`config.mk`:
```
export PLATFORM = sky130hd
export DESIGN_NAME = byte_range_lock_table_core
export DESIGN_NICKNAME = d
export VERILOG_FILES = /design/src/design/brlt_pkg.sv /design/src/design/brlt_ram.sv /design/src/design/byte_range_lock_table_core.sv
export SDC_FILE = /design/constraint.sdc
export NUM_CORES = 2
export LEC_CHECK = 0
export BUFFER_PORTS_ARGS = -buffer_cell sky130_fd_sc_hd__buf_2
export CAP_MARGIN = 20
export CORE_ASPECT_RATIO = 0.6
export CORE_UTILIZATION = 44
export CTS_BUF_LIST = sky130_fd_sc_hd__clkbuf_8
export CTS_CLUSTER_SIZE = 20
export DETAILED_ROUTE_END_ITERATION = 6
export RECOVER_POWER = 50
export SLEW_MARGIN = 20
export SYNTH_ARGS = -nofsm -noshare
export SYNTH_HDL_FRONTEND = slang
export SYNTH_SLANG_ARGS = --single-unit
```
`constraint.sdc`:
```
create_clock -name clock -period 16.7 [get_ports clock]
set_clock_uncertainty 0.15 [all_clocks]
set_input_delay 0.835 -clock clock [delete_from_list [all_inputs] [get_ports clock]]
set_output_delay 0.835 -clock clock [all_outputs]
set_load 0.02 [all_outputs]
```
`src/design/brlt_pkg.sv`:
```
// ----------------------------------------------------------------------------
// brlt_pkg: shared types and constants of the byte-range lock table
// Request and response structs, operation and status codes.
// ----------------------------------------------------------------------------
`default_nettype none
package brlt_pkg;
   localparam int DEFAULT_TABLE_DEPTH = 16;

   localparam logic [1:0] OP_ACQUIRE = 2'd0;
   localparam logic [1:0] OP_RELEASE = 2'd1;
   localparam logic [1:0] OP_TEST    = 2'd2;

   localparam logic [1:0] LT_SHARED    = 2'd0;
   localparam logic [1:0] LT_EXCLUSIVE = 2'd1;

   localparam logic [1:0] ST_OK       = 2'd0;
   localparam logic [1:0] ST_CONFLICT = 2'd1;
   localparam logic [1:0] ST_INVALID  = 2'd2;
   localparam logic [1:0] ST_FULL     = 2'd3;

   localparam logic [1:0] FT_NONE      = 2'd0;
   localparam logic [1:0] FT_SHARED    = 2'd1;
   localparam logic [1:0] FT_EXCLUSIVE = 2'd2;

   typedef struct packed {
      logic [1:0]  operation;
      logic [1:0]  lock_type;
      logic [63:0] range_start;
      logic [63:0] range_length;
   } req_type;

   typedef struct packed {
      logic [1:0] status;
      logic [1:0] found_type;
   } rsp_type;

   // entry layout in memory: exclusive flag, start, length
   localparam int ENTRY_W = 129;
endpackage
`default_nettype wire

```
`src/design/brlt_ram.sv`:
```
// ----------------------------------------------------------------------------
// brlt_ram: generic single-port-write, single-port-read RAM
// One write and one registered read per cycle.
// ----------------------------------------------------------------------------
`default_nettype none
module brlt_ram #(
   parameter int WIDTH = 8,
   parameter int DEPTH = 16
) (
   input  wire logic                     clock,
   input  wire logic                     wr_en,
   input  wire logic [$clog2(DEPTH > 1 ? DEPTH : 2)-1:0] wr_addr,
   input  wire logic [WIDTH-1:0]         wr_data,
   input  wire logic [$clog2(DEPTH > 1 ? DEPTH : 2)-1:0] rd_addr,
   output logic      [WIDTH-1:0]         rd_data
);
   logic [WIDTH-1:0] mem_ff [DEPTH];

   always_ff @(posedge clock) begin
      if (wr_en) begin
         mem_ff[wr_addr] <= wr_data;
      end
      rd_data <= mem_ff[rd_addr];
   end
endmodule
`default_nettype wire

```
`src/design/byte_range_lock_table_core.sv`:
```
// ----------------------------------------------------------------------------
// byte_range_lock_table_core: byte-range shared/exclusive lock table
// Entries live in one RAM, physical slots chained newest first by position.
// ----------------------------------------------------------------------------
//  channel | direction | handshake        | payload
//  req_    | in        | req_valid/stall  | brlt_pkg::req_type
//  rsp_    | out       | rsp_valid/stall  | brlt_pkg::rsp_type
//
// One request at a time. A request with a valid operation scans the n valid
// entries, one RAM read per cycle, newest first, stopping at the first hit.
// An insert moves each older entry down one slot, then writes the head; a
// release pulls each entry behind the hit up one slot, through the tail.
// The next request is taken the cycle after the response leaves.
// Reset empties the table at once through the entry count; no clearing pass.
// The response sits in a register; stall on rsp_ holds it and blocks req_.
`default_nettype none
module byte_range_lock_table_core #(
   parameter int TABLE_DEPTH = brlt_pkg::DEFAULT_TABLE_DEPTH
) (
   input  wire logic              clock,
   input  wire logic              reset,
   input  wire logic              req_valid,
   output logic                   req_stall,
   input  wire brlt_pkg::req_type req_data,
   output logic                   rsp_valid,
   input  wire logic              rsp_stall,
   output brlt_pkg::rsp_type      rsp_data
);
   import brlt_pkg::*;

   localparam int AW = $clog2(TABLE_DEPTH > 1 ? TABLE_DEPTH : 2);
   localparam int CW = $clog2(TABLE_DEPTH + 1);

   typedef enum logic [4:0] {
      S_IDLE  = 5'b00001,
      S_SCAN  = 5'b00010,
      S_SHIFT = 5'b00100,
      S_DONE  = 5'b01000,
      S_RESP  = 5'b10000
   } state_type;

   state_type        state_ff, state_in;
   req_type          req_ff, req_in;
   logic [CW-1:0]    count_ff, count_in;
   logic [CW-1:0]    idx_ff, idx_in;     // address issued last cycle
   logic             rd_pend_ff, rd_pend_in;
   logic [CW-1:0]    hit_ff, hit_in;
   logic             hit_v_ff, hit_v_in;
   logic             hit_x_ff, hit_x_in;
   logic             dir_up_ff, dir_up_in;  // shift toward tail (insert)
   logic [CW-1:0]    mv_ff, mv_in;
   rsp_type          rsp_ff, rsp_in;
   logic             rsp_v_ff, rsp_v_in;

   logic             wr_en;
   logic [AW-1:0]    wr_addr, rd_addr;
   logic [ENTRY_W-1:0] wr_data, rd_data;

   brlt_ram #(.WIDTH(ENTRY_W), .DEPTH(TABLE_DEPTH)) u_ram (
      .clock(clock), .wr_en(wr_en), .wr_addr(wr_addr), .wr_data(wr_data),
      .rd_addr(rd_addr), .rd_data(rd_data)
   );

   logic        e_x;
   logic [63:0] e_start, e_len, a_end, b_end;
   logic        ovl, exact, req_x;
   assign e_x     = rd_data[128];
   assign e_start = rd_data[127:64];
   assign e_len   = rd_data[63:0];
   assign a_end   = req_ff.range_start + req_ff.range_length;
   assign b_end   = e_start + e_len;
   assign ovl     = !((a_end <= e_start) || (req_ff.range_start >= b_end));
   assign exact   = (e_start == req_ff.range_start) && (e_len == req_ff.range_length);
   assign req_x   = (req_ff.lock_type == LT_EXCLUSIVE);

   logic match;
   always_comb begin
      case (req_ff.operation)
         OP_ACQUIRE: match = ovl && (e_x || req_x);
         OP_RELEASE: match = exact;
         default:    match = ovl;
      endcase
   end

   assign req_stall = !(state_ff == S_IDLE) || rsp_v_ff;
   assign rsp_valid = rsp_v_ff;
   assign rsp_data  = rsp_ff;

   always_comb begin
      state_in   = state_ff;
      req_in     = req_ff;
      count_in   = count_ff;
      idx_in     = idx_ff;
      rd_pend_in = 1'b0;
      hit_in     = hit_ff;
      hit_v_in   = hit_v_ff;
      hit_x_in   = hit_x_ff;
      dir_up_in  = dir_up_ff;
      mv_in      = mv_ff;
      rsp_in     = rsp_ff;
      rsp_v_in   = rsp_v_ff && rsp_stall;
      wr_en      = 1'b0;
      wr_addr    = mv_ff[AW-1:0];
      wr_data    = rd_data;
      rd_addr    = '0;
      case (state_ff)
         S_IDLE: begin
            if (req_valid && !req_stall) begin
               req_in   = req_data;
               hit_v_in = 1'b0;
               idx_in   = '0;
               if (count_ff != '0 && (req_data.operation == OP_ACQUIRE ||
                     req_data.operation == OP_RELEASE || req_data.operation == OP_TEST)) begin
                  rd_addr    = '0;
                  rd_pend_in = 1'b1;
               end
               state_in = S_SCAN;
            end
         end
         S_SCAN: begin
            if (rd_pend_ff && match) begin
               hit_v_in = 1'b1;
               hit_in   = idx_ff;
               hit_x_in = e_x;
               state_in = S_DONE;
            end else if (rd_pend_ff && (idx_ff + 1'b1) < count_ff) begin
               idx_in     = idx_ff + 1'b1;
               rd_addr    = idx_in[AW-1:0];
               rd_pend_in = 1'b1;
            end else begin
               state_in = S_DONE;
            end
         end
         S_DONE: begin
            state_in = S_RESP;
            rsp_in.found_type = FT_NONE;
            rsp_in.status     = ST_OK;
            case (req_ff.operation)
               OP_ACQUIRE: begin
                  if (req_ff.lock_type != LT_SHARED && req_ff.lock_type != LT_EXCLUSIVE)
                     rsp_in.status = ST_INVALID;
                  else if (hit_v_ff) rsp_in.status = ST_CONFLICT;
                  else if (count_ff == CW'(TABLE_DEPTH)) rsp_in.status = ST_FULL;
                  else begin
                     dir_up_in = 1'b1;
                     mv_in     = count_ff;
                     state_in  = S_SHIFT;
                     if (count_ff != '0) begin
                        rd_addr    = AW'(count_ff - 1'b1);
                        rd_pend_in = 1'b1;
                     end
                  end
               end
               OP_RELEASE: begin
                  if (!hit_v_ff) rsp_in.status = ST_CONFLICT;
                  else begin
                     dir_up_in = 1'b0;
                     mv_in     = hit_ff;
                     state_in  = S_SHIFT;
                     if ((hit_ff + 1'b1) < count_ff) begin
                        rd_addr    = AW'(hit_ff + 1'b1);
                        rd_pend_in = 1'b1;
                     end
                  end
               end
               OP_TEST: begin
                  if (hit_v_ff) rsp_in.found_type = hit_x_ff ? FT_EXCLUSIVE : FT_SHARED;
               end
               default: rsp_in.status = ST_INVALID;
            endcase
         end
         S_SHIFT: begin
            if (dir_up_ff) begin
               // move entry mv-1 into mv, then head gets the new lock
               wr_en = 1'b1;
               if (rd_pend_ff) begin
                  wr_data = rd_data;
                  mv_in   = mv_ff - 1'b1;
                  if (mv_in != '0) begin
                     rd_addr    = AW'(mv_in - 1'b1);
                     rd_pend_in = 1'b1;
                  end
               end else begin
                  wr_addr  = '0;
                  wr_data  = {req_x, req_ff.range_start, req_ff.range_length};
                  count_in = count_ff + 1'b1;
                  state_in = S_RESP;
               end
            end else begin
               // pull entry mv+1 into mv until the tail
               if (rd_pend_ff) begin
                  wr_en   = 1'b1;
                  wr_data = rd_data;
                  mv_in   = mv_ff + 1'b1;
                  if ((mv_in + 1'b1) < count_ff) begin
                     rd_addr    = AW'(mv_in + 1'b1);
                     rd_pend_in = 1'b1;
                  end
               end else begin
                  count_in = count_ff - 1'b1;
                  state_in = S_RESP;
               end
            end
         end
         S_RESP: begin
            rsp_v_in = 1'b1;
            state_in = S_IDLE;
         end
         default: state_in = S_IDLE;
      endcase
   end

   always_ff @(posedge clock) begin
      if (reset) begin
         state_ff   <= S_IDLE;
         count_ff   <= '0;
         rd_pend_ff <= 1'b0;
         rsp_v_ff   <= 1'b0;
      end else begin
         state_ff   <= state_in;
         count_ff   <= count_in;
         rd_pend_ff <= rd_pend_in;
         rsp_v_ff   <= rsp_v_in;
      end
      req_ff    <= req_in;
      idx_ff    <= idx_in;
      hit_ff    <= hit_in;
      hit_v_ff  <= hit_v_in;
      hit_x_ff  <= hit_x_in;
      dir_up_ff <= dir_up_in;
      mv_ff     <= mv_in;
      rsp_ff    <= rsp_in;
   end

   a_count_bound: assert property (@(posedge clock) disable iff (reset)
      count_ff <= CW'(TABLE_DEPTH)) else $error("entry count beyond depth");
   a_write_in_shift: assert property (@(posedge clock) disable iff (reset)
      wr_en |-> (state_ff == S_SHIFT)) else $error("RAM write outside shift");
   a_rsp_hold: assert property (@(posedge clock) disable iff (reset)
      rsp_v_ff |-> (state_ff == S_IDLE)) else $error("work while response pending");
   a_count_step: assert property (@(posedge clock) disable iff (reset)
      (count_ff != $past(count_ff)) |-> $past(state_ff == S_SHIFT))
      else $error("count changed outside shift");
endmodule
`default_nettype wire
```
---- Word-level counts from Yosys, hierarchy flattened ----
Memory sizes are Yosys's and may differ from the RTL's. A register that Yosys moved wholly into a read port is not among the register bits.
Cells that the tools add are included.
word-level totals
  register bits after elaboration ......... 166
  RAM bits ................................ 2064
  bits of input ports ..................... 136
  output and inout bits ................... 6
  word-level logic and storage cells ...... 181
  memories kept ........................... 1
memory list
  memory        words  width  rd ports  clocked after memory_dff  wr ports  RTL line        source
  u_ram.mem_ff  16     129    1         1                         1         brlt_ram.sv:17  logic [WIDTH-1:0] mem_ff [DEPTH];
cells by class
  $add $sub $neg .......................... 10
  order comparisons ....................... 5
  equal/unequal tests ..................... 30
  mux-type cells .......................... 85
  bitwise gates (word level) .............. 1
  reduce and logical (&&, ||, !) cells .... 33
operators by type and width
  kind                                               count
  2-to-1 mux 129 bit                                 3
  adder 64 bit                                       2
  equality test 64 bit                               2
  2-to-1 mux 5 bit                                   21
  >= comparator 64 bit                               1
  <= comparator 64 bit                               1
  2-to-1 mux 4 bit                                   16
  case mux 5 bit (2 select lines)                    4
  2-to-1 mux 1 bit                                   28
  adder 5 x 1 -> 5 bit (second input constant)       5
  case mux 5 bit (4 select lines)                    1
  != test 2 bit (second input constant)              9
  less-than comparator 5 bit                         3
  != test 3 bit (second input constant)              5
  case mux 4 bit (3 select lines)                    1
  equality test 5 bit (second input constant)        2
  nonzero test 5 bit                                 2
  subtractor 5 x 1 -> 5 bit (second input constant)  2
  logical AND 1 bit                                  8
  2-to-1 mux 2 bit                                   4
  case mux 1 bit (2 select lines)                    4
  case mux 4 bit (2 select lines)                    1
  AND reduction 2 bit                                4
  nonzero test 2 bit                                 4
  19 further kinds                                   31

---- Logic depth before layout (Yosys ltp) ----
  word-level depth ........................ 9
  mapped depth ............................ 32

---- Cells and area by module ----
From an unflattened synthesis, not the netlist that was laid out.
second synthesis, totals
  cell total of the unflattened synthesis .. 5598
  area, all modules ....................... 100019.7 um^2
modules (own cells, without submodules)
  module                      times used  cells each  area each (um^2)
  brlt_ram                    1           3370        80314.5
  byte_range_lock_table_core  1           2228        19705.1

---- Worst setup path before layout ----
Ideal clock, no wire load.
  kind .................................... register to register
  start point ............................. register mv_ff[0]
  end point ............................... memory u_ram.mem_ff[3][0] (netlist name) (enable)
  setup time .............................. 0.934 ns
  arrival ................................. 13.117 ns
  data required time ...................... 15.616 ns
  slack ................................... 2.499 ns
  cell stages (with the launch flop) ...... 4
  buffers on the path ..................... 1
  clock period less this slack ............ 14.201 ns
  path through ............................ edfxtp_1 > clkbuf_1 > nand2_1 > nor4_1
on the way
  word-level cells in the longest chain between the ends .. 3
RTL lines
  what                      RTL line                           source
  start: declaration        byte_range_lock_table_core.sv:51   logic [CW-1:0] mv_ff, mv_in;
  start signal: assignment  byte_range_lock_table_core.sv:231  mv_ff <= mv_in;
  2-to-1 mux 4 bit          byte_range_lock_table_core.sv:176  if (rd_pend_ff) begin
  2-to-1 mux 4 bit          byte_range_lock_table_core.sv:173  if (dir_up_ff) begin
  2-to-1 mux 4 bit (*)      byte_range_lock_table_core.sv:106  case (state_ff)
  end: declaration          brlt_ram.sv:17
Every way passes the cells marked *; elsewhere a longest branch is shown, timed or not.

---- Worst setup path in the final report ----
  start point ............................. register state_ff[1]
  end point ............................... memory u_ram.mem_ff[8][71] (netlist name) (enable)
on the way
  word-level cells in the longest chain between the ends .. 4
RTL lines
  what                                    RTL line                           source
  start: declaration                      byte_range_lock_table_core.sv:42   state_type state_ff, state_in;
  start signal: assignment                byte_range_lock_table_core.sv:220  state_ff <= state_in;
  equality test 5 x 3 -> 1 bit (*)        byte_range_lock_table_core.sv:106
  2-to-1 mux 1 bit                        byte_range_lock_table_core.sv:106
  2-to-1 mux 1 bit                        brlt_ram.sv:20                     if (wr_en) begin
  2-to-1 mux 1 bit (not written as such)  brlt_ram.sv:21                     mem_ff[wr_addr] <= wr_data;
Marked as above.

==> results.sh <==
export IMPL_vdd_ir_drop_max_mv=0.0693
export IMPL_design_area_um2=115000
export IMPL_crit_top_cell="nor2_1"
export IMPL_viasPerCell=6.33
export IMPL_end_kind="register"
export IMPL_intPower_mw=9.31
export IMPL_power_leakage_nw=39.1
export IMPL_dieArea_um2=237000
export IMPL_grt_pass1_vias=66812
export IMPL_pwr_share_comb_pct=11.3
export IMPL_track_usage_pct=30.1
export IMPL_synth_compound_area_share_pct=12.8
export IMPL_vias=71208
export IMPL_wl_per_cell_um=32.5
export IMPL_power_density_nw_per_um2=111
export IMPL_synthesis_nets=7944
export IMPL_layout_drive_gt1_share_pct=9.47
export IMPL_start_util_pct=44.4
export IMPL_ant_nets=0
export IMPL_dpl_cell_count=10475
export IMPL_num_io_pins=142
export IMPL_hpwl_um=215000
export IMPL_synthSimpleGateAreaFrac_pct=6.89
export IMPL_firstDrtPassIters=7
export IMPL_power_switching_mw=3.43
export IMPL_cts_buffers=353
export IMPL_cp_cell_sequence="nor3_1 > nand3_1 > nor2_1 > nand2_1 > nor2_1 > clkbuf_1 > buf_4"
export IMPL_hold_violations=0
export IMPL_numPortBuffers=141
export IMPL_overflow=0
export IMPL_cts_tree="built"
export IMPL_critical_path_slowest_cell="clkbuf_1"
export IMPL_die_w_um=628
export IMPL_synthDistinctLibCells=91
export IMPL_synth_warnings=0
export IMPL_critPathArrivalTime_ns=12.14
export IMPL_place_gp_congestion=0.981
export IMPL_drtIter0Drc=10572
export IMPL_swShare_pct=26.9
export IMPL_finalSetupTns_ns=0
export IMPL_worst_setup_path_type="register to register"
export IMPL_max_freq_ghz=0.0853
export IMPL_cap_violations=40
export IMPL_synth_mux_area_share_pct=4.93
export IMPL_synth_async_reset_ratio_pct=0
export IMPL_synthFlopType="edfxtp_1"
export IMPL_synth_top_family_by_area="compound AO/OA/AOI/OAI gates"
export IMPL_htree_levels=5
export IMPL_place_area_um2=108000
export IMPL_clkLatencyLatePin_ns=1.03
export IMPL_yosys_register_bits=2359
export IMPL_power_share_sequential_pct=53.0
export IMPL_fin_nets=8252
export IMPL_die_y_um=378
export IMPL_status="finished, violations left"
export IMPL_cts_buffer_depth=4
export IMPL_synth_edf_count=2218
export IMPL_grt_pass1_wl_um=511000
export IMPL_period_needed_ns=11.72
export IMPL_finalCritPeriodShare_pct=70.2
export IMPL_worstPathMaxFanout=78
export IMPL_slowest_delay_ns=6.22
export IMPL_finalNonFillerCells=11251
export IMPL_synth_area_um2=103000
export IMPL_clock_sinks=2359
export IMPL_violations="DRC, capacitance limit, slew limit"
export IMPL_relSlewSlack_pct=-487
export IMPL_grt_max_degree=126
export IMPL_clkPwrFrac_pct=35.7
export IMPL_antenna_found_initial=30
export IMPL_synth_cells=7528
export IMPL_wl_um=366000
export IMPL_drv_slew=1417
export IMPL_avgSynthCellArea_um2=13.7
export IMPL_area_delta_synth_final_pct=11.5
export IMPL_synth_xor_area_share_pct=1.71
export IMPL_core_area_um2=233000
export IMPL_cp_required_ns=17.11
export IMPL_synthAdderAreaFrac_pct=3.40
export IMPL_worst_hold_slack_ns=0.183
export IMPL_cp_start_kind="register"
export IMPL_hp_class="primary input to register"
export IMPL_cts_resized=0
export IMPL_rows=137
export IMPL_root_buffer="clkbuf_8"
export IMPL_tightest_slew_ns=8.81
export IMPL_rsz0062_at_grt="false"
export IMPL_setup_violations=0
export IMPL_clkSlewWorstSetupHoldPaths_ns=0.06
export IMPL_yosysSeqAreaShare_pct=67.1
export IMPL_drc=3
## cell type report
cell class | instances | area (um^2)
repair buffers | 451 | 3320
flip-flops and latches | 2359 | 69400
clock inverters | 242 | 1170
well taps | 3127 | 3910
fillers | 19968 | 118000
multi-input cells | 4368 | 30900
diodes | 5 | 12.5
clock buffers | 396 | 5450
inverters | 303 | 1140
## state kept, by name, indices dropped and copies added (netlist names)
name	flops
dir_up_ff	1
idx_ff	5
u_ram.mem_ff	2064
hit_ff	5
rsp_data	4
count_ff	5
hit_v_ff	1
rd_pend_ff	1
hit_x_ff	1
u_ram.rd_data	129
mv_ff	5
rsp_valid	1
req_ff	132
state_ff	5
## cells in the mapped netlist, types with 16 or more instances
master       n  area [um^2]
a211oi_1    21          158
a21o_1     112          841
a21oi_1    310         1550
a221o_1    129         1290
a311oi_1   132         1160
a32oi_1    130         1140
and3_1      23          144
buf_2      110          551
clkbuf_1   348         1310
dfxtp_1    141         2820
edfxtp_1  2218        66600
ha_1       278         3480
inv_1      300         1130
mux2_2     105         1180
mux2i_1    391         3910
nand2_1    271         1020
nand2b_1    29          181
nand3_1    828         4140
nand4_1     52          325
nor2_1      87          327
nor2b_1     45          282
nor3_1      36          180
o211ai_1   141         1060
o21a_1      16          120
o21ai_0    644         3220
o21bai_1    21          158
o22a_1     129         1130
o22ai_1     24          150
xnor2_1    135         1180
xor2_1      67          587
## layout by cell type, fill, tap and decap left out, types with 14 or more instances in the layout
| cell type | Yosys | routed |
|---|---|---|
| edfxtp_1 | 2218 | 2218 |
| nand3_1 | 828 | 828 |
| o21ai_0 | 644 | 643 |
| inv_1 | 300 | 445 |
| clkbuf_8 | 3 | 397 |
| mux2i_1 | 391 | 391 |
| a21oi_1 | 310 | 309 |
| ha_1 | 278 | 278 |
| nand2_1 | 271 | 270 |
| o211ai_1 | 141 | 141 |
| dfxtp_1 | 141 | 141 |
| xnor2_1 | 135 | 135 |
| a311oi_1 | 132 | 132 |
| a32oi_1 | 130 | 130 |
| dlygate4sd3_1 | 0 | 130 |
| a221o_1 | 129 | 129 |
| o22a_1 | 129 | 129 |
| buf_4 | 10 | 122 |
| a21o_1 | 112 | 112 |
| clkbuf_1 | 348 | 100 |
| buf_2 | 110 | 84 |
| nor2_1 | 87 | 83 |
| xor2_1 | 67 | 67 |
| mux2_1 | 0 | 55 |
| nand4_1 | 52 | 52 |
| mux2_2 | 105 | 50 |
| nor2b_1 | 45 | 44 |
| clkinv_1 | 0 | 41 |
| nor3_1 | 36 | 36 |
| clkinv_2 | 0 | 36 |
| nand2b_1 | 29 | 29 |
| o22ai_1 | 24 | 24 |
| and3_1 | 23 | 23 |
| o21bai_1 | 21 | 21 |
| a211oi_1 | 21 | 21 |
| o21a_1 | 16 | 16 |
| a221oi_1 | 15 | 15 |
| nor4_1 | 15 | 14 |
## kinds of logic after synthesis
kind of cell	after synthesis
flip-flops	2359
AO/OA/AOI/OAI	1946
multiplexers	496
buffers and inverters	801
AND/OR/NAND/NOR	1444
XOR/XNOR	202
adder cells (fa/ha/maj)	280
## metrics by stage
stage | setup slack [ns] | power (mW) | util, %
after floorplan | 2.50 | 7.60 | -
after global placement | 6.44 | 8.23 | 46.2
after detailed placement | 6.31 | 8.23 | 46.2
after CTS | 6.25 | 12.7 | 49.6
after global routing | 4.73 | 13.2 | 49.5
final | 4.98 | 12.7 | 49.5
## worst paths after layout
| check | from | to | slack, ns | depth (start not counted) |
|---|---|---|---|---|
| worst max-delay path | state_ff[1] | u_ram.mem_ff[8][71] | 4.98 | 7 |
| worst min-delay path | req_data[21] | req_ff[21] | 0.18 | 1 |
| worst max register to register | state_ff[1] | u_ram.mem_ff[8][71] | 4.98 | 7 |
| worst min register to register | idx_ff[4] | hit_ff[4] | 0.35 | 0 |
## worst max-delay path, delay by kind of cell, from the launching register on
| kind | cells | cell delay [ns] |
|---|---|---|
| flops | 1 | 0.35 |
| buf+inv | 2 | 7.60 |
| simple gates | 5 | 3.04 |
## power by group through the flow
stage	logic, mW	clock network [mW]	registers (mW)
floorplan	0.904	0	6.69
global placement	1.38	0	6.86
detailed placement	1.38	0	6.86
CTS	1.41	4.60	6.73
global route	1.56	4.86	6.74
finish	1.44	4.55	6.75
## timing repair
item                      in CTS  in global routing
setup buffers                  0                  0
hold endpoints to repair     130                  0
hold buffers                 130                  0
## layer usage
| layer | vias to the layer above | GRT usage, % | routed length (um) |
|---|---|---|---|
| met5 | - | 0 | 345 |
| met3 | 595 | 7.27 | 43800 |
| met2 | 4481 | 41.7 | 150000 |
| li1 | 30132 | - | - |
| met4 | 12 | 10.2 | 12100 |
| met1 | 35988 | 45.8 | 160000 |
No activity file was read; power rests on OpenSTA's default activity.
